File: src/hdl/rtsv_root_cell.sv
// ----------------------------------------------------------------------------
// rtsv_root_cell
// one digit of the restoring square root, registered
// ----------------------------------------------------------------------------
module rtsv_root_cell #(
   parameter int LEG_W = 16,
   parameter int STEP  = 0
) (
   input  logic                 clock,
   input  logic [2*LEG_W-1:0]   rem_i,
   input  logic [2*LEG_W-1:0]   root_i,
   output logic [2*LEG_W-1:0]   rem_o,
   output logic [2*LEG_W-1:0]   root_o
);
   localparam int N_W   = 2 * LEG_W;
   localparam int SHIFT = 2 * (LEG_W - 1 - STEP);
   localparam logic [N_W-1:0] BIT = {{(N_W-1){1'b0}}, 1'b1} << SHIFT;

   logic [N_W:0]   trial;
   logic [N_W-1:0] rem_ff, rem_in;
   logic [N_W-1:0] root_ff, root_in;

   assign trial = {1'b0, root_i} + {1'b0, BIT};

   always_comb begin
      if ({1'b0, rem_i} >= trial) begin
         rem_in  = rem_i - trial[N_W-1:0];
         root_in = (root_i >> 1) + BIT;
      end else begin
         rem_in  = rem_i;
         root_in = root_i >> 1;
      end
   end

   always_ff @(posedge clock) begin
      rem_ff  <= rem_in;
      root_ff <= root_in;
   end

   assign rem_o  = rem_ff;
   assign root_o = root_ff;

endmodule

File: config.mk
export PLATFORM = sky130hd
export DESIGN_NAME = rtsv_root_cell
export DESIGN_NICKNAME = d
export VERILOG_FILES = /design/src/hdl/rtsv_root_cell.sv
export SDC_FILE = /design/constraint.sdc
export NUM_CORES = 1
export LEC_CHECK = 0
export ABC_AREA = 1
export BUFFER_PORTS_ARGS = -buffer_cell sky130_fd_sc_hd__buf_2
export CORE_UTILIZATION = 25
export DETAILED_ROUTE_END_ITERATION = 10
export GPL_TIMING_DRIVEN = 0
export PLACE_DENSITY = 0.55
export SLEW_MARGIN = 20
export SYNTH_ARGS = -nofsm -noshare
export SYNTH_HDL_FRONTEND = slang
export SYNTH_SLANG_ARGS = --single-unit
export TNS_END_PERCENT = 5
File: constraint.sdc
create_clock -name clock -period 4.5 [get_ports clock]
set_input_delay 0.9 -clock clock [delete_from_list [all_inputs] [get_ports clock]]
set_output_delay 0.9 -clock clock [all_outputs]
set_load 0.02 [all_outputs]
Word-level counts from Yosys, hierarchy flattened

Cells that the tools add are included.

Input port bits: 65
Output and inout port bits: 64
Word-level logic and storage cells: 9
Register bits: 64

Add/sub/neg operators: 3
Mux-type cells: 2
Magnitude comparators: 1

Operators with widths:

| operator                 | number |
|---|---|
| $add A32 B31 Y33 const B | 1 |
| $ge A32 B33 Y1           | 1 |
| $add A31 B31 Y32 const B | 1 |
| $mux W32                 | 1 |
| $sub A32 B32 Y32         | 1 |
| $mux W31                 | 1 |

Longest topological paths before layout

Word-level depth: 3
Gate-level depth with buffers: 17
Gate-level depth less buffers: 15

Least setup slack after synthesis

OpenSTA, ideal clock, no wires.

Kind: input-to-reg
Start point: input port root_i[30]
End point: register rem_ff[17] (netlist: rem_o[17])
Slack: 1.951 ns
Data required time: 4.442 ns
Stages on the path: 15
Setup time: 0.058 ns
Arrival time: 2.491 ns
Path buffers: 1
Cell sequence: ha_1 > inv_1 > ha_1 > inv_1 > nor2_1 > nand2_1 > o21ai_0 > a21oi_1 > nand2_1 > nor2_2 > nand2_8 > inv_4 > buf_6 > nand2_2 > nand2_1

Cells in the longest elaborated chain, start to end: 3

RTL lines:

| item                   | line | text |
|---|---|---|
| start: declaration     | 11   | `input logic [2*LEG_W-1:0] root_i,` |
| $add A32 B31 Y33       | 23   | `assign trial = {1'b0, root_i} + {1'b0, BIT};` |
| $ge A32 B33 Y1         | 26   | `if ({1'b0, rem_i} >= trial) begin` |
| $mux W32               | 26   |  |
| net rem_in[17]         | 20   | `logic [N_W-1:0] rem_ff, rem_in;` |
| end signal: assignment | 36   | `rem_ff <= rem_in;` |
| end: declaration       | 20   |  |

The timed path passes the listed nets, and every way through them passes these cells.
A chain may end at the register's enable or synchronous reset.

Worst setup path in the final report

Start point: input port root_i[30]
End point: register rem_ff[27] (netlist: rem_o[27])

Same word-level chain as after synthesis.

==> flow_summary.yaml <==
sta:
  finalSetupViolCount: 0
  fin_crit_sh_pct: 59.9
  slew_violations: 0
  hold_slack_ns: 0.670
  hold_violations: 0
  tns_ns: 0
  fin_ws_ns: 1.81
  max_freq_mhz: 371
  layout_min_cycle_time_ns: 2.69
  grt_setup_unrepaired: "no"
  max_slew_margin_pct: 73.5
  worstMarginPinSlew_ns: 0.395
power_and_ir_drop:
  cellPowerDensity_nw_per_um2: 360
  leakage_nw: 3.40
  power_mw: 2.03
  irDropWorstVdd_v: 0.000181
grt:
  grt_use_met3_pct: 3.34
  antenna_found_initial: 0
  grt_pass1_vias: 4243
  grt_util_met2_pct: 24.3
  top_usage_layer: "met2"
  grt.total_usage_pct: 15.4
  gr-total-overflow: 0
  grt_use_met1_pct: 20.7
  grt_first_pass_wirelength_mm: 21.2
  grt_max_degree: 11
logic_synthesis:
  yosysWarnings: 0
  yosys.area.top_type: "dfxtp_1"
  ys_types: 26
  synth_ff_type: "dfxtp_1"
  yosysSeqAreaShare_pct: 29.1
  synth_top_area_share_pct: 29.1
  syn_area_um2: 4410
  synth_nets: 819
  syn_inst: 720
  synth_edf_count: 0
  synthTopCellsByArea: "dfxtp_1 29%, nand2_1 25%, inv_1 13%"
  ys_ff_latch: 64
  async_reset_ff_share_pct: 0
  syn_avg_cell_area_um2: 6.12
drt:
  ant_nets: 0
  wire_per_inst_um: 12.3
  via_count: 4404
  wl_mm: 13.3
  drt_iter0_drc: 211
  drt_drc_violations_left: 0
  drt_pass1_iterations: 6
  post_drt_via_cell_ratio: 4.05
place:
  dp_worst_setup_slack_ns: 1.44
  io_buffer_count: 128
  dp.cells: 1073
  place_area_um2: 5330
  dp_hpwl_mm: 11.3
  place.gp.congestion: 0.840
worst_setup_path:
  path_class: "in2reg"
  cp-start-kind: "primary input"
  crit_arrival_ns: 2.98
  required_ns: 4.79
  crit_path_end_kind: "flop"
  crit_fanout: 10
die:
  io_pins: 129
  rows: 48
  initial_core_util_pct: 25.6
  die_area_um2: 18200
  coreArea_um2: 17200
  die_w_um: 135
  die_y_um: 135
layout:
  syn_to_final_growth_pct: 27.9
  nFillCells: 1990
  stdcell_count: 1088
  drive_above_1_share_pct: 20.2
  fin_nets: 958
  antenna_cells: 0
  utilization_pct: 32.7
  final_area_um2: 5640
clock_network:
  cts_buffers: 9
  root_buffer: "clkbuf_16"
  path_clk_slew_ns: 0.05
  cts_num_sinks: 64
  cts_resized: 0
  hold_buffers: 0
  htree_levels: 3
  tritoncts: "done"
  clock_path_buffers: 2
  postCtsSetupBuffers: 0
run_status:
  status: "finished, final reports clean"
min_path:
  holdCritPathClass: "in2reg"
run:
  drv_cap: 0
[routing by layer]
| layer | wire, um | vias to the layer above |
|---|---|---|
| li1 | - | 2417 |
| met1 | 6700 | 1871 |
| met2 | 5760 | 100 |
| met3 | 628 | 16 |
| met4 | 245 | 0 |
| met5 | 0 | - |
[layout by cell type, fill, tap and decap left out, drive strengths merged, types with 3 or more instances in the layout]
cell	instances
buf	135
o21ai	3
nor3	8
xor2	13
dfxtp	64
a21oi	21
and2	8
nand2	315
inv	154
nand4	3
ha	33
clkbuf	12
nand3b	10
nand3	37
nor2	41
[logic make-up (layout without fill, tap and decap cells)]
kind of cell / count (synthesis) / count (layout) / share of synthesized area [%]
AOI/OAI and AO/OA: 25 / 25 / 2.90
buffers and inverters: 161 / 304 / 14.7
DFF: 64 / 64 / 29.1
xor gates and xnor gates: 14 / 14 / 2.78
adders and majority gates: 34 / 34 / 9.82
and+or+nand+nor: 422 / 422 / 40.7
[Yosys cell counts (2+ instances only)]
| cell | instances |
|---|---|
| nand3b_1 | 10 |
| nor2_1 | 37 |
| nand2_1 | 299 |
| and2_1 | 8 |
| buf_6 | 5 |
| nor3_1 | 6 |
| xor2_1 | 13 |
| nand2_4 | 2 |
| inv_1 | 153 |
| nand2_2 | 13 |
| o21ai_0 | 3 |
| nor2_2 | 4 |
| dfxtp_1 | 64 |
| nand3_1 | 36 |
| nand4_1 | 3 |
| a21oi_1 | 21 |
| ha_1 | 33 |
| nor3_2 | 2 |
[area by class of cell]
class                           instances  area [um^2]  area share, %
Tap cell                              225          282           4.99
Sequential cell                        64         1280           22.7
Timing Repair Buffer                  128          641           11.4
Clock buffer                           12          267           4.73
Buffer                                  7         68.8           1.22
Multi-Input combinational cell        495         2480           44.0
Inverter                              154          581           10.3
Clock inverter                          3         40.0          0.710
[sequential cells by signal, indices dropped and copies added, names as in the netlist]
register and flops:
root_o 32, rem_o 32
[path summary, 6_finish.rpt]
check	cells past startpoint	slack (ns)	start	endpoint
worst max-delay path	16	1.81	root_i[30]	rem_o[27]
worst min-delay path	1	0.67	root_i[27]	root_o[26]
[critical path: stages]
cell and delay, ns:
buf_2 0.12, ha_1 0.27, inv_1 0.04, ha_1 0.28
inv_1 0.11, nor2_1 0.07, nand2_1 0.06, o21ai_0 0.08
a21oi_1 0.16, nand2_1 0.12, nor2_2 0.20, nand2_8 0.12
inv_4 0.12, buf_6 0.19, nand2_2 0.05, nand2_1 0.07
[power by group]
part / total, mW / switching [mW] / internal [mW]
Clock: 0.723 / 0.254 / 0.468
Combinational: 0.652 / 0.430 / 0.223
Sequential: 0.654 / 0.0146 / 0.640
No activity file was read; power rests on OpenSTA's default activity.
