<file path="src/hdl/rtsv_pkg.sv">
// ----------------------------------------------------------------------------
// rtsv_pkg
// shared widths, limits and the arctangent table of the right triangle solver
// ----------------------------------------------------------------------------
package rtsv_pkg;

   // default sizes handed to the top level
   localparam int CORDIC_STAGES_DEF = 16;
   localparam int LEG_WIDTH_DEF     = 16;

   // arctangent table length, upper bound on the cordic chain
   localparam int TABLE_LEN      = 24;
   // legs enter the cordic scaled by 2^24
   localparam int LEG_SCALE_BITS = 24;

   // result field widths
   localparam int HYP_W = 16;
   localparam int RAD_W = 16;
   localparam int DEG_W = 15;

   // angle accumulator, units of 2^-30 rad
   localparam int Z_W = 32;

   typedef logic signed [Z_W-1:0]   angle_type;
   typedef logic signed [RAD_W-1:0] rad_type;
   typedef logic signed [DEG_W-1:0] deg_type;

   // pi / 2 in units of 2^-30 rad
   localparam angle_type HALF_PI_Q30 = 32'sd1686629713;
   // 180 / pi scaled by 2^24
   localparam logic signed [31:0] DEG_PER_RAD_Q24 = 32'sd961263669;

   localparam rad_type RAD_LIMIT = 16'sd25736;
   localparam deg_type DEG_LIMIT = 15'sd11520;
   localparam logic [HYP_W-1:0] HYP_MAX = 16'hFFFF;

   // atan(2^-i) in units of 2^-30 rad
   localparam angle_type ATAN_Q30 [TABLE_LEN] = '{
      32'sh3243F6A8, 32'sh1DAC6705, 32'sh0FADBAFC, 32'sh07F56EA6,
      32'sh03FEAB76, 32'sh01FFD55B, 32'sh00FFFAAA, 32'sh007FFF55,
      32'sh003FFFEA, 32'sh001FFFFD, 32'sh000FFFFF, 32'sh0007FFFF,
      32'sh0003FFFF, 32'sh0001FFFF, 32'sh0000FFFF, 32'sh00007FFF,
      32'sh00003FFF, 32'sh00001FFF, 32'sh00000FFF, 32'sh000007FF,
      32'sh000003FF, 32'sh000001FF, 32'sh000000FF, 32'sh0000007F
   };

endpackage

</file>
<file path="src/hdl/rtsv_angle_out.sv">
// ----------------------------------------------------------------------------
// rtsv_angle_out
// clamps a cordic angle and scales it to radians q2.14 and degrees q8.7
// ----------------------------------------------------------------------------
module rtsv_angle_out (
   input  logic                 clock,
   input  rtsv_pkg::angle_type  z_i,
   output rtsv_pkg::rad_type    rad_o,
   output rtsv_pkg::deg_type    deg_o
);
   import rtsv_pkg::*;

   localparam int PROD_W = 64;
   localparam int SUM_W  = Z_W + 1;

   // stage a: clamp and radians
   angle_type               zc_ff, zc_in;
   rad_type                 rad_a_ff, rad_a_in;
   logic signed [SUM_W-1:0] rad_sum;
   logic signed [SUM_W-1:0] rad_sh;
   // stage b: degree product
   logic signed [PROD_W-1:0] prod_ff, prod_in;
   rad_type                  rad_b_ff;
   // stage c: degree rounding
   logic signed [PROD_W-1:0] deg_sum;
   logic signed [PROD_W-1:0] deg_sh;
   deg_type                  deg_ff, deg_in;
   rad_type                  rad_c_ff;

   always_comb begin
      if (z_i > HALF_PI_Q30) begin
         zc_in = HALF_PI_Q30;
      end else if (z_i < -HALF_PI_Q30) begin
         zc_in = -HALF_PI_Q30;
      end else begin
         zc_in = z_i;
      end
      rad_sum = SUM_W'(zc_in) + SUM_W'(32'sd32768);
      rad_sh  = rad_sum >>> 16;
      if (rad_sh > SUM_W'(RAD_LIMIT)) begin
         rad_a_in = RAD_LIMIT;
      end else if (rad_sh < -SUM_W'(RAD_LIMIT)) begin
         rad_a_in = -RAD_LIMIT;
      end else begin
         rad_a_in = rad_sh[RAD_W-1:0];
      end
   end

   assign prod_in = PROD_W'(zc_ff) * PROD_W'(DEG_PER_RAD_Q24);

   always_comb begin
      deg_sum = prod_ff + (PROD_W'(64'sd1) <<< 46);
      deg_sh  = deg_sum >>> 47;
      if (deg_sh > PROD_W'(DEG_LIMIT)) begin
         deg_in = DEG_LIMIT;
      end else if (deg_sh < -PROD_W'(DEG_LIMIT)) begin
         deg_in = -DEG_LIMIT;
      end else begin
         deg_in = deg_sh[DEG_W-1:0];
      end
   end

   always_ff @(posedge clock) begin
      zc_ff    <= zc_in;
      rad_a_ff <= rad_a_in;
      prod_ff  <= prod_in;
      rad_b_ff <= rad_a_ff;
      deg_ff   <= deg_in;
      rad_c_ff <= rad_b_ff;
   end

   assign rad_o = rad_c_ff;
   assign deg_o = deg_ff;

endmodule

</file>
<file path="config.mk">
export PLATFORM = sky130hd
export DESIGN_NAME = rtsv_angle_out
export DESIGN_NICKNAME = d
export VERILOG_FILES = /design/src/hdl/rtsv_pkg.sv /design/src/hdl/rtsv_angle_out.sv
export SDC_FILE = /design/constraint.sdc
export NUM_CORES = 1
export LEC_CHECK = 0
export ABC_AREA = 1
export BUFFER_PORTS_ARGS = -buffer_cell sky130_fd_sc_hd__buf_2
export CORE_ASPECT_RATIO = 0.5
export CORE_MARGIN = 3
export CORE_UTILIZATION = 28
export DETAILED_ROUTE_END_ITERATION = 8
export GPL_TIMING_DRIVEN = 0
export HOLD_SLACK_MARGIN = 0.02
export SETUP_SLACK_MARGIN = 0.5
export SYNTH_ARGS = -nofsm -noshare
export SYNTH_HDL_FRONTEND = slang
export SYNTH_SLANG_ARGS = --single-unit
</file>
<file path="constraint.sdc">
create_clock -name clock -period 12.7 [get_ports clock]
set_input_delay 2.54 -clock clock [delete_from_list [all_inputs] [get_ports clock]]
set_output_delay 2.54 -clock clock [all_outputs]
set_load 0.02 [all_outputs]
</file>
==> After elaboration in Yosys (flattened, before gate mapping) <==
Index checks and enable logic that the tools add are counted.
Widths: inputs -> output; s select.
{ "word_totals": {"regBits": 158, "latch_bits": 0, "mem_bits_rw": 0, "romBits": 0, "inputBits": 33, "n_memories": 0} }
{ "op_classes": {"addsub": 2, "multipliers": 1, "div_mod_pow": 0, "magnitude_cmp": 6, "n_eq_ne": 0, "shift": 0, "muxes": 4, "n_bitwise": 0, "n_reduce_logical": 2} }
{ "op_table": {"columns": ["operator", "count"], "rows": [
  ["$add 63x48->64 const B", 1],
  ["$mux 32", 2],
  ["$mul 32x31->63 const B", 1],
  ["$add 32x17->33 const B", 1],
  ["$gt 32x32->1 const B", 1],
  ["$lt 32x32->1 const B", 1],
  ["$gt 17x15->1 const B", 1],
  ["$gt 17x16->1 const B", 1],
  ["$lt 17x15->1 const B", 1],
  ["$lt 17x16->1 const B", 1],
  ["$mux 16", 1],
  ["$mux 15", 1],
  ["$reduce_or 2->1", 2]
]} }

==> Logic depth before layout (Yosys ltp) <==
{ "depth": {"depth_word": 6, "mapped_depth": 32, "mapped_depth_nobuf": 30} }

==> Least setup slack after synthesis <==
OpenSTA, ideal clock, no wires.
{ "synth_path": {"kind": "register to register", "start": "reg zc_ff[31]", "end": "reg prod_ff[61]", "t_arrival_ns": 7.306, "path_slack_ns": 5.273, "path_stages_with_launch": 23, "n_path_buf": 2, "path_cell_list": "dfxtp_1 -> buf_2 -> inv_1 -> clkbuf_1 -> fa_1 -> xnor2_1 -> xor2_1 -> inv_1 -> fa_1 -> fa_1 -> inv_1 -> fa_1 -> inv_1 -> fa_1 -> inv_1 -> ha_1 -> a21oi_1 -> inv_1 -> a31oi_1 -> nor2_1 -> a211oi_1 -> nand2_1 -> xor2_1"} }
{ "synth_via": {"elab_chain_len": 1} }
{ "synth_lines": {"columns": ["element", "line_no", "text"], "rows": [
  ["from (decl)", "rtsv_angle_out.sv:17", "angle_type zc_ff, zc_in;"],
  ["from (signal assigned)", "rtsv_angle_out.sv:64", "zc_ff <= zc_in;"],
  ["$mul 32x31->63", "rtsv_angle_out.sv:49", "assign prod_in = PROD_W'(zc_ff) * PROD_W'(DEG_PER_RAD_Q24);"],
  ["via prod_in[61]", "rtsv_angle_out.sv:22", "logic signed [PROD_W-1:0] prod_ff, prod_in;"],
  ["to (signal assigned)", "rtsv_angle_out.sv:66", "prod_ff <= prod_in;"],
  ["to (decl)", "rtsv_angle_out.sv:22", null]
]} }
The timed path passes the listed nets, and every way through them passes these cells.
A chain may end at the register's enable or synchronous reset.

==> Worst setup path in the final report <==
{ "layout_path": {"start": "reg zc_ff[8]", "end": "reg prod_ff[56]"} }
Same word-level chain as after synthesis.

==> summary.txt <==
Worst setup path
  • Crit path max fanout: 8
  • WS Path Type: reg2reg
  • WP data required: ~13 ns
  • R2R Setup Slk: approximately 5.2 ns
  • RR Startpoint: zc_ff[8]$_SDFF_PP1_
  • Worst-case reg-to-reg path depth: 25
  • Max stage delay on crit path: 0.65 ns
  • Crit path max-delay family: adder cells
  • Slowest CP cell: fa_1
  • Startpoint types: register
  • CP Capture Type: register
  • Critical Path AT: roughly 7.8 ns
  • CP bufs+invs: 6
  • Worst r2r dst: prod_ff[56]$_DFF_P_

Floorplan
  • CORE AREA: 79900 µm²
  • Initial Utilization: 0.284
  • Row count: 73
  • Die area: around 85000 µm²
  • Die Ht: roughly 210 µm
  • Die width: between 400 and 500 µm
  • Io pins: 64

Logic synthesis
  • Synth Flop Type: dfxtp_1
  • Largest family of logic cells by synthesized area: adder cells
  • Synth Area in Compound Gates: 0.0592
  • Synth Area in Simple Gates: 0.105
  • Yosys reg bits: around 110
  • Synth unique cells: 54
  • Sequential fraction of the synthesis area: 0.0987
  • Area of the mapped netlist: 22700 µm²
  • Post-synth ARST share: 0
  • Synth Instances: 2580
  • Post-Syn Area per Cell: between 8 and 9 µm²
  • Adder-cell area share of the yosys netlist: 0.567
  • Post-synthesis mux area share: 0.000441
  • Xor/xnor share of the synthesized area: 0.0308
  • Post-synth EDFFs: 0
  • Yosys Warn Count: 0
  • Synth Net Count: approximately 3400

Drt
  • Total wire length: between 60000 and 70000 µm
  • Antenna viol nets, final: 0
  • Detail Route met2 WL: 28000 µm
  • Routed wire per std cell: 16.4 µm
  • Detailed Routing Iterations Pass 1: 8
  • M1 WL: around 28000 µm
  • Vias per cell: between 4 and 5
  • Starting DRT DRC Count: 887
  • Via count: roughly 16000
  • Drt drc: 0
  • WL met3: 3900 µm
  • DR top layer: met5

Min path
  • WHS Path Cells: 0
  • Worst hold path class: reg2reg
  • WHS Endpoint: rad_o[9]$_DFF_P_
  • Hold Path Origin: rad_b_ff[9]$_DFF_P_

STA
  • Slew headroom: 0.420
  • Min cycle time layout: ~7.5 ns
  • RSZ-0062 raised after global routing: false
  • Hold Violations, Final: 0
  • Sum Neg Setup Slack: 0 ns
  • Fin Clk Skew: approximately 0.033 ns
  • Maximum clock frequency: around 0.13 GHz
  • Final Slew Violations: 0
  • Final worst path period share: 0.589
  • Hold Slack: 0.332 ns
  • # setup viols final: 0
  • Least-Margin Pin Slew: approximately 0.86 ns

Global route
  • Initial antenna violation count: 1
  • GR Overflow Total: 0
  • Overall global routing resource usage: 0.149
  • First-pass GRT wire length: between 90000 and 100000 µm
  • Vias in the first global route: 17700
  • Pin count of the biggest net entering global routing: 31

Finish
  • Area Growth Syn to Fin: 8.95%
  • Nets: about 3500
  • Antenna diode count: 0
  • Layout Cells excl Fill: between 3000 and 4000
  • Fraction of layout cells with a size suffix above 1: 0.0552
  • # fillers: 8347

Clock tree
  • CTS H-tree depth: 3
  • Num Clock Sinks: around 110
  • Worst skew pair latency: 0.41 ns
  • Setup Buffers After CTS: 0
  • CTS tree: done
  • Hold Buf Count CTS: 0
  • # resized after CTS: 0
  • Reg clk slew, reported paths: about 0.09 ns
  • Clk Tree Root Cell: clkbuf_16
  • Number of buffers created by CTS: 9
  • Max clock buf depth: 2

Run
  • Total of max-cap violations: 0

Placed design
  • DP Wirelength: approximately 55000 µm
  • Routability cong.: around 1
  • # placed instances: between 3000 and 4000
  • PortBufs: 63

Outcome
  • Outcome: complete, no violations
[layer usage]
metal / vias up / track usage
met1: 8079 / 0.198
met5: - / 0.00890
met3: 77 / 0.0312
met2: 358 / 0.244
met4: 4 / 0.0424
li1: 7871 / -
[layout make-up]
type	count	area, µm²	area share
multi-input combinational	1641	17300	0.701
inverter	814	3060	0.123
sequential	112	2240	0.0906
tap	1087	1360	0.0549
timing repair buffer	65	355	0.0144
clock buffer	9	225	0.00910
clock inverter	7	91.3	0.00369
buffer	13	82.6	0.00334
[metrics by stage]
step                utilization  area [µm²]  setup slack [ns]
CTS                       0.310       24800              5.28
finish                    0.310       24800              5.22
detailed placement        0.306       24400              5.35
floorplan                     -       22700              5.27
global placement          0.305       24400              4.02
global route              0.310       24800              4.90
[cells in the final DEF (no fill, tap or decap), types with 6 or more instances in the layout]
cell type / instances
nand2_1: 268
nor3_1: 10
fa_1: 429
o21ai_0: 71
xor2_1: 60
ha_1: 344
clkbuf_16: 9
nand2_2: 9
o21bai_1: 6
inv_1: 802
a31oi_1: 15
nand3_1: 60
inv_2: 11
dfxtp_1: 111
nand4_1: 22
or2_2: 14
a21oi_1: 101
xnor2_1: 20
buf_2: 65
nor2_1: 141
nor2_2: 7
[worst register-to-register path, delay by kind of cell (launching register included)]
kind            cells  cell delay (ns)
compound gates      1             0.16
xor+xnor            2             0.52
fa+ha+maj           9             4.12
buf+inv             6             0.54
flops               1             0.60
simple gates        7             1.47
[cells in the mapped netlist (3+ instances only)]
cell type | count | share of area
a21o_1 | 3 | 0.00099
nor4_1 | 5 | 0.0014
o21a_1 | 5 | 0.0017
xor2_1 | 60 | 0.023
a31oi_1 | 15 | 0.0041
nor3_1 | 10 | 0.0022
or2_2 | 14 | 0.0039
nand3_2 | 3 | 0.0013
nand2_1 | 268 | 0.044
nor2_2 | 7 | 0.0019
clkbuf_1 | 6 | 0.00099
o211ai_1 | 5 | 0.0017
nand4_1 | 22 | 0.0061
inv_2 | 11 | 0.0018
inv_1 | 802 | 0.13
nor3_2 | 3 | 0.0013
ha_1 | 344 | 0.19
fa_1 | 429 | 0.38
o311ai_0 | 3 | 0.0012
o21ai_2 | 3 | 0.0012
nand2_2 | 9 | 0.0025
xnor2_1 | 20 | 0.0077
a21oi_1 | 101 | 0.022
dfxtp_1 | 112 | 0.099
nor2_1 | 141 | 0.023
a21boi_0 | 3 | 0.00099
nand3_1 | 60 | 0.013
o31ai_1 | 4 | 0.0013
o21bai_1 | 6 | 0.0020
nand3b_1 | 3 | 0.00099
o21ai_0 | 71 | 0.016
[registers in the layout, summed over array words and instances (netlist names)]
| signal | flops |
|---|---|
| zc_ff | 32 |
| rad_a_ff | 16 |
| prod_ff | 17 |
| rad_b_ff | 16 |
| deg_o | 15 |
| rad_o | 16 |
[logic make-up (layout without fill, tap and decap cells)]
group / after synthesis / in the layout
flops: 112 / 112
fa+ha+maj: 773 / 773
buf+inv: 827 / 908
compound gates: 235 / 235
mux: 1 / 1
xor+xnor: 80 / 80
simple gates: 552 / 552
[how the worst max path moves through the flow]
stage                                   start                  end  slack (ns)  cells after the start
final                     zc_ff[8]$_SDFF_PP1_  prod_ff[56]$_DFF_P_        5.22                     25
after global routing        zc_ff[16]$_DFF_P_  prod_ff[57]$_DFF_P_        4.90                     20
after CTS                 zc_ff[8]$_SDFF_PP1_  prod_ff[60]$_DFF_P_        5.28                     23
after detailed placement  zc_ff[8]$_SDFF_PP1_  prod_ff[60]$_DFF_P_        5.35                     23
after global placement      zc_ff[31]$_DFF_P_  prod_ff[60]$_DFF_P_        4.02                     20
after floorplan             zc_ff[31]$_DFF_P_  prod_ff[61]$_DFF_P_        5.27                     22
Power is not shown: default switching activity piles up to over one toggle a cycle in this logic, so the estimate is an artifact.
