==> src/hdl/rtsv_delay.sv <==
// ----------------------------------------------------------------------------
// rtsv_delay
// fixed-length shift register that lines up the two halves of the pipeline
// ----------------------------------------------------------------------------
module rtsv_delay #(
   parameter int WIDTH = 16,
   parameter int DEPTH = 1
) (
   input  logic              clock,
   input  logic [WIDTH-1:0]  din,
   output logic [WIDTH-1:0]  dout
);
   logic [WIDTH-1:0] stage_ff [DEPTH];

   always_ff @(posedge clock) begin
      stage_ff[0] <= din;
      for (int i = 1; i < DEPTH; i++) begin
         stage_ff[i] <= stage_ff[i-1];
      end
   end

   assign dout = stage_ff[DEPTH-1];

endmodule

==> config.mk <==
export PLATFORM = sky130hd
export DESIGN_NAME = rtsv_delay
export DESIGN_NICKNAME = d
export VERILOG_FILES = /design/src/hdl/rtsv_delay.sv
export SDC_FILE = /design/constraint.sdc
export NUM_CORES = 1
export LEC_CHECK = 0
export BUFFER_PORTS_ARGS = -buffer_cell sky130_fd_sc_hd__buf_2
export CELL_PAD_IN_SITES_DETAIL_PLACEMENT = 0
export CELL_PAD_IN_SITES_GLOBAL_PLACEMENT = 1
export CORE_MARGIN = 4
export CORE_UTILIZATION = 23
export CTS_CLUSTER_DIAMETER = 150
export DETAILED_ROUTE_END_ITERATION = 8
export PLACE_DENSITY_LB_ADDON = 0.15
export SLEW_MARGIN = 20
export SYNTH_ARGS = -nofsm -noshare
export SYNTH_HDL_FRONTEND = slang
export SYNTH_SLANG_ARGS = --single-unit
==> constraint.sdc <==
create_clock -name clock -period 1.1 [get_ports clock]
set_input_delay 0.275 -clock clock [delete_from_list [all_inputs] [get_ports clock]]
set_output_delay 0.275 -clock clock [all_outputs]
set_load 0.005 [all_outputs]
# After elaboration in Yosys (flattened, before gate mapping)
# Memories as Yosys holds them, arrays and structs flattened.
# Index checks and enable logic that the tools add are counted.
[word_totals]
regBits = 0
ramBits = 16
inputBits = 17
output_inout_bits = 16
word_cells = 1
memories = 1
[mem_list]
columns = ["name", "depth", "width", "read_ports", "rd_ports_with_merged_regs", "write_ports", "line_no", "rtl"]
rows = [
  ["stage_ff", 1, 16, 1, 0, 1, "13", "logic [WIDTH-1:0] stage_ff [DEPTH];"],
]

# Logic depth before layout (Yosys ltp)
# Gate-level depths: netlist of the first run.
[depth]
ltp_word = 0
ltp_mapped = 0
depth_no_buf = 0

# Worst setup path after synthesis of the first run
# Ideal clock, no wire load.
[synth_path]
path_type = "register to output"
from = "memory stage_ff[0][0]"
to = "output port dout[0]"
arrival_ns = 0.298
t_required_ns = 0.825
slack_ns = 0.527
path_stages_with_launch = 1
n_path_buf = 0
cell_sequence = "dfxtp_1"
[synth_rtl]
columns = ["item", "line_no", "rtl"]
rows = [
  ["start, declared", "13", ""],
  ["end, declared", "11", "output logic [WIDTH-1:0] dout"],
]

==> results_dict.tcl, run 1 <==
set metrics [dict create \
    status "complete, no violations" \
    clockBufferDepth 2 \
    fp.dieH_um 45.32 \
    synth_seq_cells 16 \
    pwr-share-clk_pct 35.3 \
    ys.flop_type "dfxtp_1" \
    hold_class "input pin to flip-flop" \
    grt_use_total_pct 7.295 \
    multi_input_area_um2 0 \
    finalSetupViolCount 0 \
    syn_avg_cell_area_um2 20.02 \
    clk_pin_slew_ns 0.09 \
    die_w_um 45.32 \
    start_util_pct 24.62 \
    max_clock_freq_ghz 1.025 \
    seq_area_um2 320.3 \
    top_register "stage_ff" \
    ys_warn_count 0 \
    fin_setup_tns_ns 0 \
    drc_errors 0 \
    critPathKind "flip-flop to output port" \
    internal_power_w 0.0008497 \
    pwr-share-seq_pct 59.0 \
    cts_made_buffers 3 \
    postCtsSetupBuffers 0 \
    report.final.hold_viol_count 0 \
    synth_edf_count 0 \
    overflow 0 \
    cp-start-kind "flip-flop" \
    syn_inst 16 \
    vias 236 \
    n_antenna_cell 0 \
    io_pins 33 \
    synth_area_um2 320.3 \
    worstSetupEndpointType "output port" \
    finalCritPeriodShare_pct 88.68 \
    wl_per_cell_um 9.836 \
    via_per_inst 3.522 \
    finalWirelength_um 659 \
    cp_slowest_cell "dfxtp_1" \
    yosys-top-cells-area "dfxtp_1" \
    cp.required_ns 0.82 \
    drive_gt1_share_pct 69.23 \
    final_area_um2 535.5 \
    cts.sinks 16 \
    p_per_area_nw_per_um2 1948 \
    yosysMostFrequentCell "dfxtp_1" \
    p_leak_nw 0.2819 \
    relSlewSlack_pct 94.14 \
    finalPower_w 0.001043 \
    p_sw_w 0.0001937 \
    portBuffers 32 \
    drtIter0Drc 0 \
    p_comb_share_pct 5.6 \
    first_global_vias 228 \
    crit_buf_inv 1 \
    grt_max_degree 10 \
    dpl_cell_area_um2 499.2 \
    ys_seq_area_share_pct 100.0 \
    max_stage_delay_ns 0.31 \
    htree_levels 1 \
    worstPathMaxFanout 1 \
    largestRegisters "stage_ff: 16 flops" \
    rows 13 \
    place_congestion 0.5575 \
    dr.pass1.iters 1 \
    finalMaxSlewViolations 0 \
    layout.nets 70 \
    multi_input_comb_cells 0 \
    n_fill_cell 133 \
    synth_top_area_share_pct 100.0 \
    synth_cell_types 1 \
    syn_nets 33 \
    startpoint "stage_ff[0][13]$_DFF_P_" \
    swShare_pct 18.56 \
    hold_depth 1 \
    ant_nets 0 \
    finalCriticalPeriod_ns 0.9755 \
    synthArstFlopShare_pct 0 \
    peakVddDrop_mv 0.7977 \
    worst_slew_pin_slew_ns 0.08797 \
    area_growth_pct 67.19 \
    largest_reg_flops 16 \
    rsz0062_at_grt "no" \
    path_depth 1 \
    cp_top_family "flip-flops" \
    hold_start "din[13]" \
    drv_cap 0 \
    cts_tree "built" \
    crit_arrival_ns 0.70 \
    grt_pass1_wl_um 979 \
    path_cells "buf_2" \
    ctsHoldBuffers 0 \
    die_area_um2 2054 \
    synth_area_leader_cell "dfxtp_1" \
    core_area_um2 1301 \
    cts_root_buf "clkbuf_4" \
    yosys-top-cells-count "dfxtp_1" \
    antenna_found_initial 0 \
    cts_resized 0 \
]
[routing by layer]
metal | global-route usage, % | part of all wire (%) | vias up
li1 | - | - | 120
met1 | 6.112 | 30 | 103
met2 | 11.86 | 60 | 11
met3 | 3.984 | 9.4 | 2
met4 | 7.018 | 0.76 | 0
met5 | 0 | 0 | -
[power groups by stage]
| stage | Clock [W] | Combinational, W | Sequential [W] |
|---|---|---|---|
| 6_report | 0.000369 | 0.0000589 | 0.000616 |
| 5_1_grt | 0.000423 | 0.0000658 | 0.000619 |
| 4_1_cts | 0.000389 | 0.0000608 | 0.000616 |
| 3_5_place_dp | 0 | 0.0000609 | 0.000630 |
| 3_3_place_gp | 0 | 0.0000597 | 0.000629 |
| 2_1_floorplan | 0 | 0 | 0.000636 |
[logic make-up (layout without fill, tap and decap cells)]
kind of cell,Yosys count,after routing,synth area share (%)
buffers and inverters,0,36,0
DFF,16,16,100.0
[area by class of cell]
| class | count | share of cell area, % |
|---|---|---|
| tap | 15 | 3.505 |
| clock buffer | 4 | 6.776 |
| sequential | 16 | 59.81 |
| timing repair buffer | 32 | 29.91 |
[path summary, 6_finish.rpt]
kind | end | slack, ns
max | dout[13] | 0.12
min | stage_ff[0][13]$_DFF_P_ | 0.09
[cells in the final DEF (no fill, tap or decap)]
| cell | netlist | routed |
|---|---|---|
| buf_2 | 0 | 32 |
| clkbuf_4 | 0 | 3 |
| clkbuf_8 | 0 | 1 |
| dfxtp_1 | 16 | 16 |
[metrics by stage]
stage	instances	hold WS, ns	setup WS, ns	util [%]
global placement	63	0.3770	0.4350	38.37
detailed placement	63	0.3786	0.4238	38.37
CTS	67	0.07989	0.1062	41.15
finish	67	0.09287	0.1245	41.15
global route	67	0.06402	0.06491	41.15
floorplan	16	0.3027	0.5270	-
No activity file was read; power rests on OpenSTA's default activity.
==> inputs of run 2 (changes only) <==
- CORE_UTILIZATION: 23 -> 20
- clock period: 1.1 -> 0.8 ns (I/O delays scaled with it)
==> run 2 against run 1 <==
The run now ends with negative setup slack left. Largest power group unchanged. Final area up 30%. Sequential power grew 38%. Hold slack worse by 0.075 ns. First-iteration DRC count increased by 2.
==> results_dict.tcl, run 2 (synthesis results as in run 1) <==
set metrics [dict create \
    cp_slowest_cell "dfxtp_2" \
    violations "negative setup slack" \
    crit_buf_inv 1 \
    grt_pass1_wl_mm 1.048 \
    antenna_found_initial 0 \
    drive_gt1_share_pct 58.21 \
    cp.required_ns 0.60 \
    wl_per_cell_um 9.614 \
    cts_root_buf "clkbuf_4" \
    clk_pin_slew_ns 0.09 \
    dr.pass1.iters 2 \
    layout.nets 85 \
    overflow 0 \
    p_leak_nw 0.3467 \
    fp.dieH_um 48.02 \
    top_register "stage_ff" \
    final_common_cell "buf_2" \
    finalSetupViolCount 16 \
    report.final.hold_viol_count 0 \
    cp-start-kind "flip-flop" \
    drtIter0Drc 2 \
    worstPathMaxFanout 1 \
    worst_slack_ns -0.1308 \
    p_per_area_nw_per_um2 2160 \
    io_pins 33 \
    critPathKind "flip-flop to output port" \
    finalCritPeriodShare_pct 116.4 \
    path_cells "buf_2" \
    worst_slew_pin_slew_ns 0.08802 \
    rsz0062_at_grt "yes" \
    clockBufferDepth 2 \
    dp_slack_ns 0.1961 \
    area_growth_pct 117.6 \
    largest_reg_flops 16 \
    place_congestion 0.5437 \
    worstSetupEndpointType "output port" \
    dp_cells 64 \
    via_per_inst 3.578 \
    finalWirelength_um 798 \
    cts_tree "built" \
    hold_class "input pin to flip-flop" \
    portBuffers 32 \
    fin_util_pct 46.26 \
    final_cells 83 \
    crit_arrival_ns 0.73 \
    grt_max_degree 10 \
    relSlewSlack_pct 94.13 \
    multi_input_comb_cells 0 \
    htree_levels 1 \
    cts.sinks 16 \
    hold_ws_ns 0.01772 \
    die_area_um2 2306 \
    finalPower_w 0.001505 \
    cts_made_buffers 3 \
    start_util_pct 21.26 \
    finalMaxSlewViolations 0 \
    cp_top_family "flip-flops" \
    finalCriticalPeriod_ns 0.9308 \
    ant_nets 0 \
    multi_input_area_um2 0 \
    n_antenna_cell 0 \
    peakVddDrop_mv 1.126 \
    rows 14 \
    drc_errors 0 \
    grt_use_total_pct 7.371 \
    status "finished with violations" \
    max_stage_delay_ns 0.33 \
    largestRegisters "stage_ff: 16 flops" \
    core_area_um2 1506 \
    die_w_um 48.02 \
    first_global_vias 237 \
    vias 297 \
    max_clock_freq_ghz 1.074 \
    layout_common_cells "buf_2, dlygate4sd3_1, dfxtp_1" \
    drv_cap 0 \
]
[run 2: cell types whose count changed in the layout (fill, tap and decap cells not counted)]
| cell | before | now |
|---|---|---|
| dlygate4sd3_1 | 0 | 15 |
| dfxtp_1 | 16 | 13 |
| dfxtp_2 | 0 | 3 |
| buf_2 | 32 | 31 |
| buf_6 | 0 | 1 |
[run 2: final timing paths]
check | startpoint | endpoint | slack [ns] | cells past startpoint
max | stage_ff[0][8]$_DFF_P_ | dout[8] | -0.13 | 1
min | din[12] | stage_ff[0][12]$_DFF_P_ | 0.02 | 1
[run 2: repair_timing]
action                                  4_1_cts  5_1_grt
resized for setup                             0        4
endpoints found under the setup margin       16       16
setup buffers                                 0        0
gates cloned                                  0        0
endpoints found under the hold margin         3       12
hold buffers                                  3       12
[run 2: final cells by class]
| class | instances | area, um2 |
|---|---|---|
| Fill cell | 147 | 809.5 |
| Sequential cell | 16 | 324.1 |
| Timing Repair Buffer | 47 | 316.6 |
| Clock buffer | 4 | 36.28 |
| Tap cell | 16 | 20.02 |
[run 2: power breakdown]
part           switching [W]  internal, W  leakage (nW)  total [W]
Sequential        0.00000933     0.000840         0.135   0.000849
Combinational      0.0000375     0.000104         0.191   0.000141
Clock               0.000238     0.000277        0.0210   0.000515
[run 2: metal layers]
layer | track usage (%) | part of all wire [%] | vias to the layer above
li1 | - | - | 149
met1 | 6.292 | 28 | 124
met2 | 11.61 | 54 | 22
met3 | 6.015 | 17 | 2
met4 | 4.839 | 1.1 | 0
met5 | 0 | 0 | -
[run 2: stage by stage]
step	setup TNS, ns	cell area [um2]
5_1_grt	-2.354	696.9
4_1_cts	-1.848	566.8
2_1_floorplan	0	320.3
6_report	-1.611	696.9
3_5_place_dp	0	500.5
3_3_place_gp	0	500.5
==> inputs of run 3 (changes only) <==
- CELL_PAD_IN_SITES_DETAIL_PLACEMENT: 0 -> default
- CELL_PAD_IN_SITES_GLOBAL_PLACEMENT: 1 -> default
- CORE_AREA: default -> 4 4 41 43
- CORE_MARGIN: 4 -> default
- CORE_UTILIZATION: 20 -> default
- DIE_AREA: default -> 0 0 45 47
==> run 3 against run 2 <==
The flow still finishes with violations (negative setup slack). Critical path depth unchanged. Sequential power barely moved. First-iteration DRC count down 100%. Wire length down 8.6%. Global-route usage is essentially flat. Via count shrank 11%. Core utilization increased by 1.9 points. Fmax grew 2.2%. Total power decreased by 2.0%. Critical endpoint is now dout[1].
==> results_dict.tcl, run 3 (synthesis results as in run 1) <==
set metrics [dict create \
    crit_buf_inv 1 \
    p_leak_nw 0.3195 \
    fin_util_pct 48.17 \
    finalCritPeriodShare_pct 113.9 \
    worst_slew_pin_slew_ns 0.08946 \
    die_area_um2 2115 \
    worstSetupEndpointType "output port" \
    cts.sinks 16 \
    path_cells "buf_2" \
    vias 265 \
    finalMaxSlewViolations 0 \
    clk_pin_slew_ns 0.09 \
    finalCriticalPeriod_ns 0.9111 \
    worst_slack_ns -0.1111 \
    violations "negative setup slack" \
    clockBufferDepth 2 \
    postCtsSetupBuffers 0 \
    finalPower_w 0.001476 \
    max_clock_freq_ghz 1.098 \
    place_congestion 0.6068 \
    antenna_found_initial 0 \
    hold_class "input pin to flip-flop" \
    cts_root_buf "clkbuf_4" \
    rows 13 \
    core_area_um2 1301 \
    cp-start-kind "flip-flop" \
    cp_slowest_cell "dfxtp_2" \
    first_global_vias 233 \
    p_per_area_nw_per_um2 2354 \
    drtIter0Drc 0 \
    area_growth_pct 95.70 \
    crit_arrival_ns 0.71 \
    cp.required_ns 0.60 \
    cts_made_buffers 3 \
    final_common_cell "buf_2" \
    drc_errors 0 \
    grt_pass1_wl_um 993 \
    multi_input_comb_cells 0 \
    rsz0062_at_grt "yes" \
    drv_cap 0 \
    layout_common_cells "buf_2, dfxtp_1, dlygate4sd3_1" \
    wl_per_cell_um 9.592 \
    relSlewSlack_pct 94.04 \
    cp_top_family "flip-flops" \
    largestRegisters "stage_ff: 16 flops" \
    finalWirelength_um 729 \
    final_cells 76 \
    critPathKind "flip-flop to output port" \
    die_w_um 45 \
    finalSetupViolCount 16 \
    report.final.hold_viol_count 0 \
    htree_levels 1 \
    status "finished with violations" \
    overflow 0 \
    io_pins 33 \
    portBuffers 32 \
    n_antenna_cell 0 \
    drive_gt1_share_pct 60.66 \
    via_per_inst 3.487 \
    layout.nets 79 \
    grt_max_degree 10 \
    ant_nets 0 \
    peakVddDrop_mv 1.107 \
    worstPathMaxFanout 1 \
    max_stage_delay_ns 0.32 \
    fp.dieH_um 47 \
    cts_tree "built" \
    dr.pass1.iters 1 \
    top_register "stage_ff" \
    largest_reg_flops 16 \
    dp_cells 63 \
    grt_use_total_pct 7.325 \
    multi_input_area_um2 0 \
    start_util_pct 24.62 \
]
==> run 3: path summary, 6_finish.rpt <==
kind	from	depth (start not counted)	end
max	stage_ff[0][1]$_DFF_P_	1	dout[1]
min	din[6]	1	stage_ff[0][6]$_DFF_P_
==> run 3: metrics by stage <==
stage	TNS (ns)	setup WS [ns]	area [um2]	hold slack [ns]
finish	-1.508	-0.1111	626.9	0.01646
detailed placement	0	0.1953	499.2	0.3036
global placement	0	0.2076	499.2	0.3024
floorplan	0	0.3020	320.3	0.2277
global route	-2.190	-0.1559	626.9	-0.002713
CTS	-1.820	-0.1350	555.5	0.0007558
==> run 3: cell type report <==
cell class,count,area (um2)
clock buffers,4,36.28
fillers,136,674.4
flip-flops and latches,16,321.6
well taps,15,18.77
repair buffers,41,250.2
==> run 3: timing repair <==
action,CTS,global route
hold buffers,2,7
hold endpoints to repair,2,7
gates cloned,0,0
gates resized for setup,0,1
endpoints found under the setup margin,16,16
==> run 3: power by group <==
group	leakage [nW]	total, W	internal [W]	switching (W)
registers	0.135	0.000846	0.000839	0.00000750
logic	0.163	0.000115	0.0000820	0.0000329
clock network	0.0210	0.000515	0.000277	0.000238
total	0.319	0.00148	0.00120	0.000278
==> run 3: routing by layer <==
metal  track usage (%)  routed length (um)  vias up  share of wire [%]
met5                 0                   0        -                  0
met4             7.018                   0        0                  0
met3             4.215                  73        0                 10
met2             12.71                 425       14                 58
met1             5.581                 230      113                 32
li1                  -                   -      138                  -
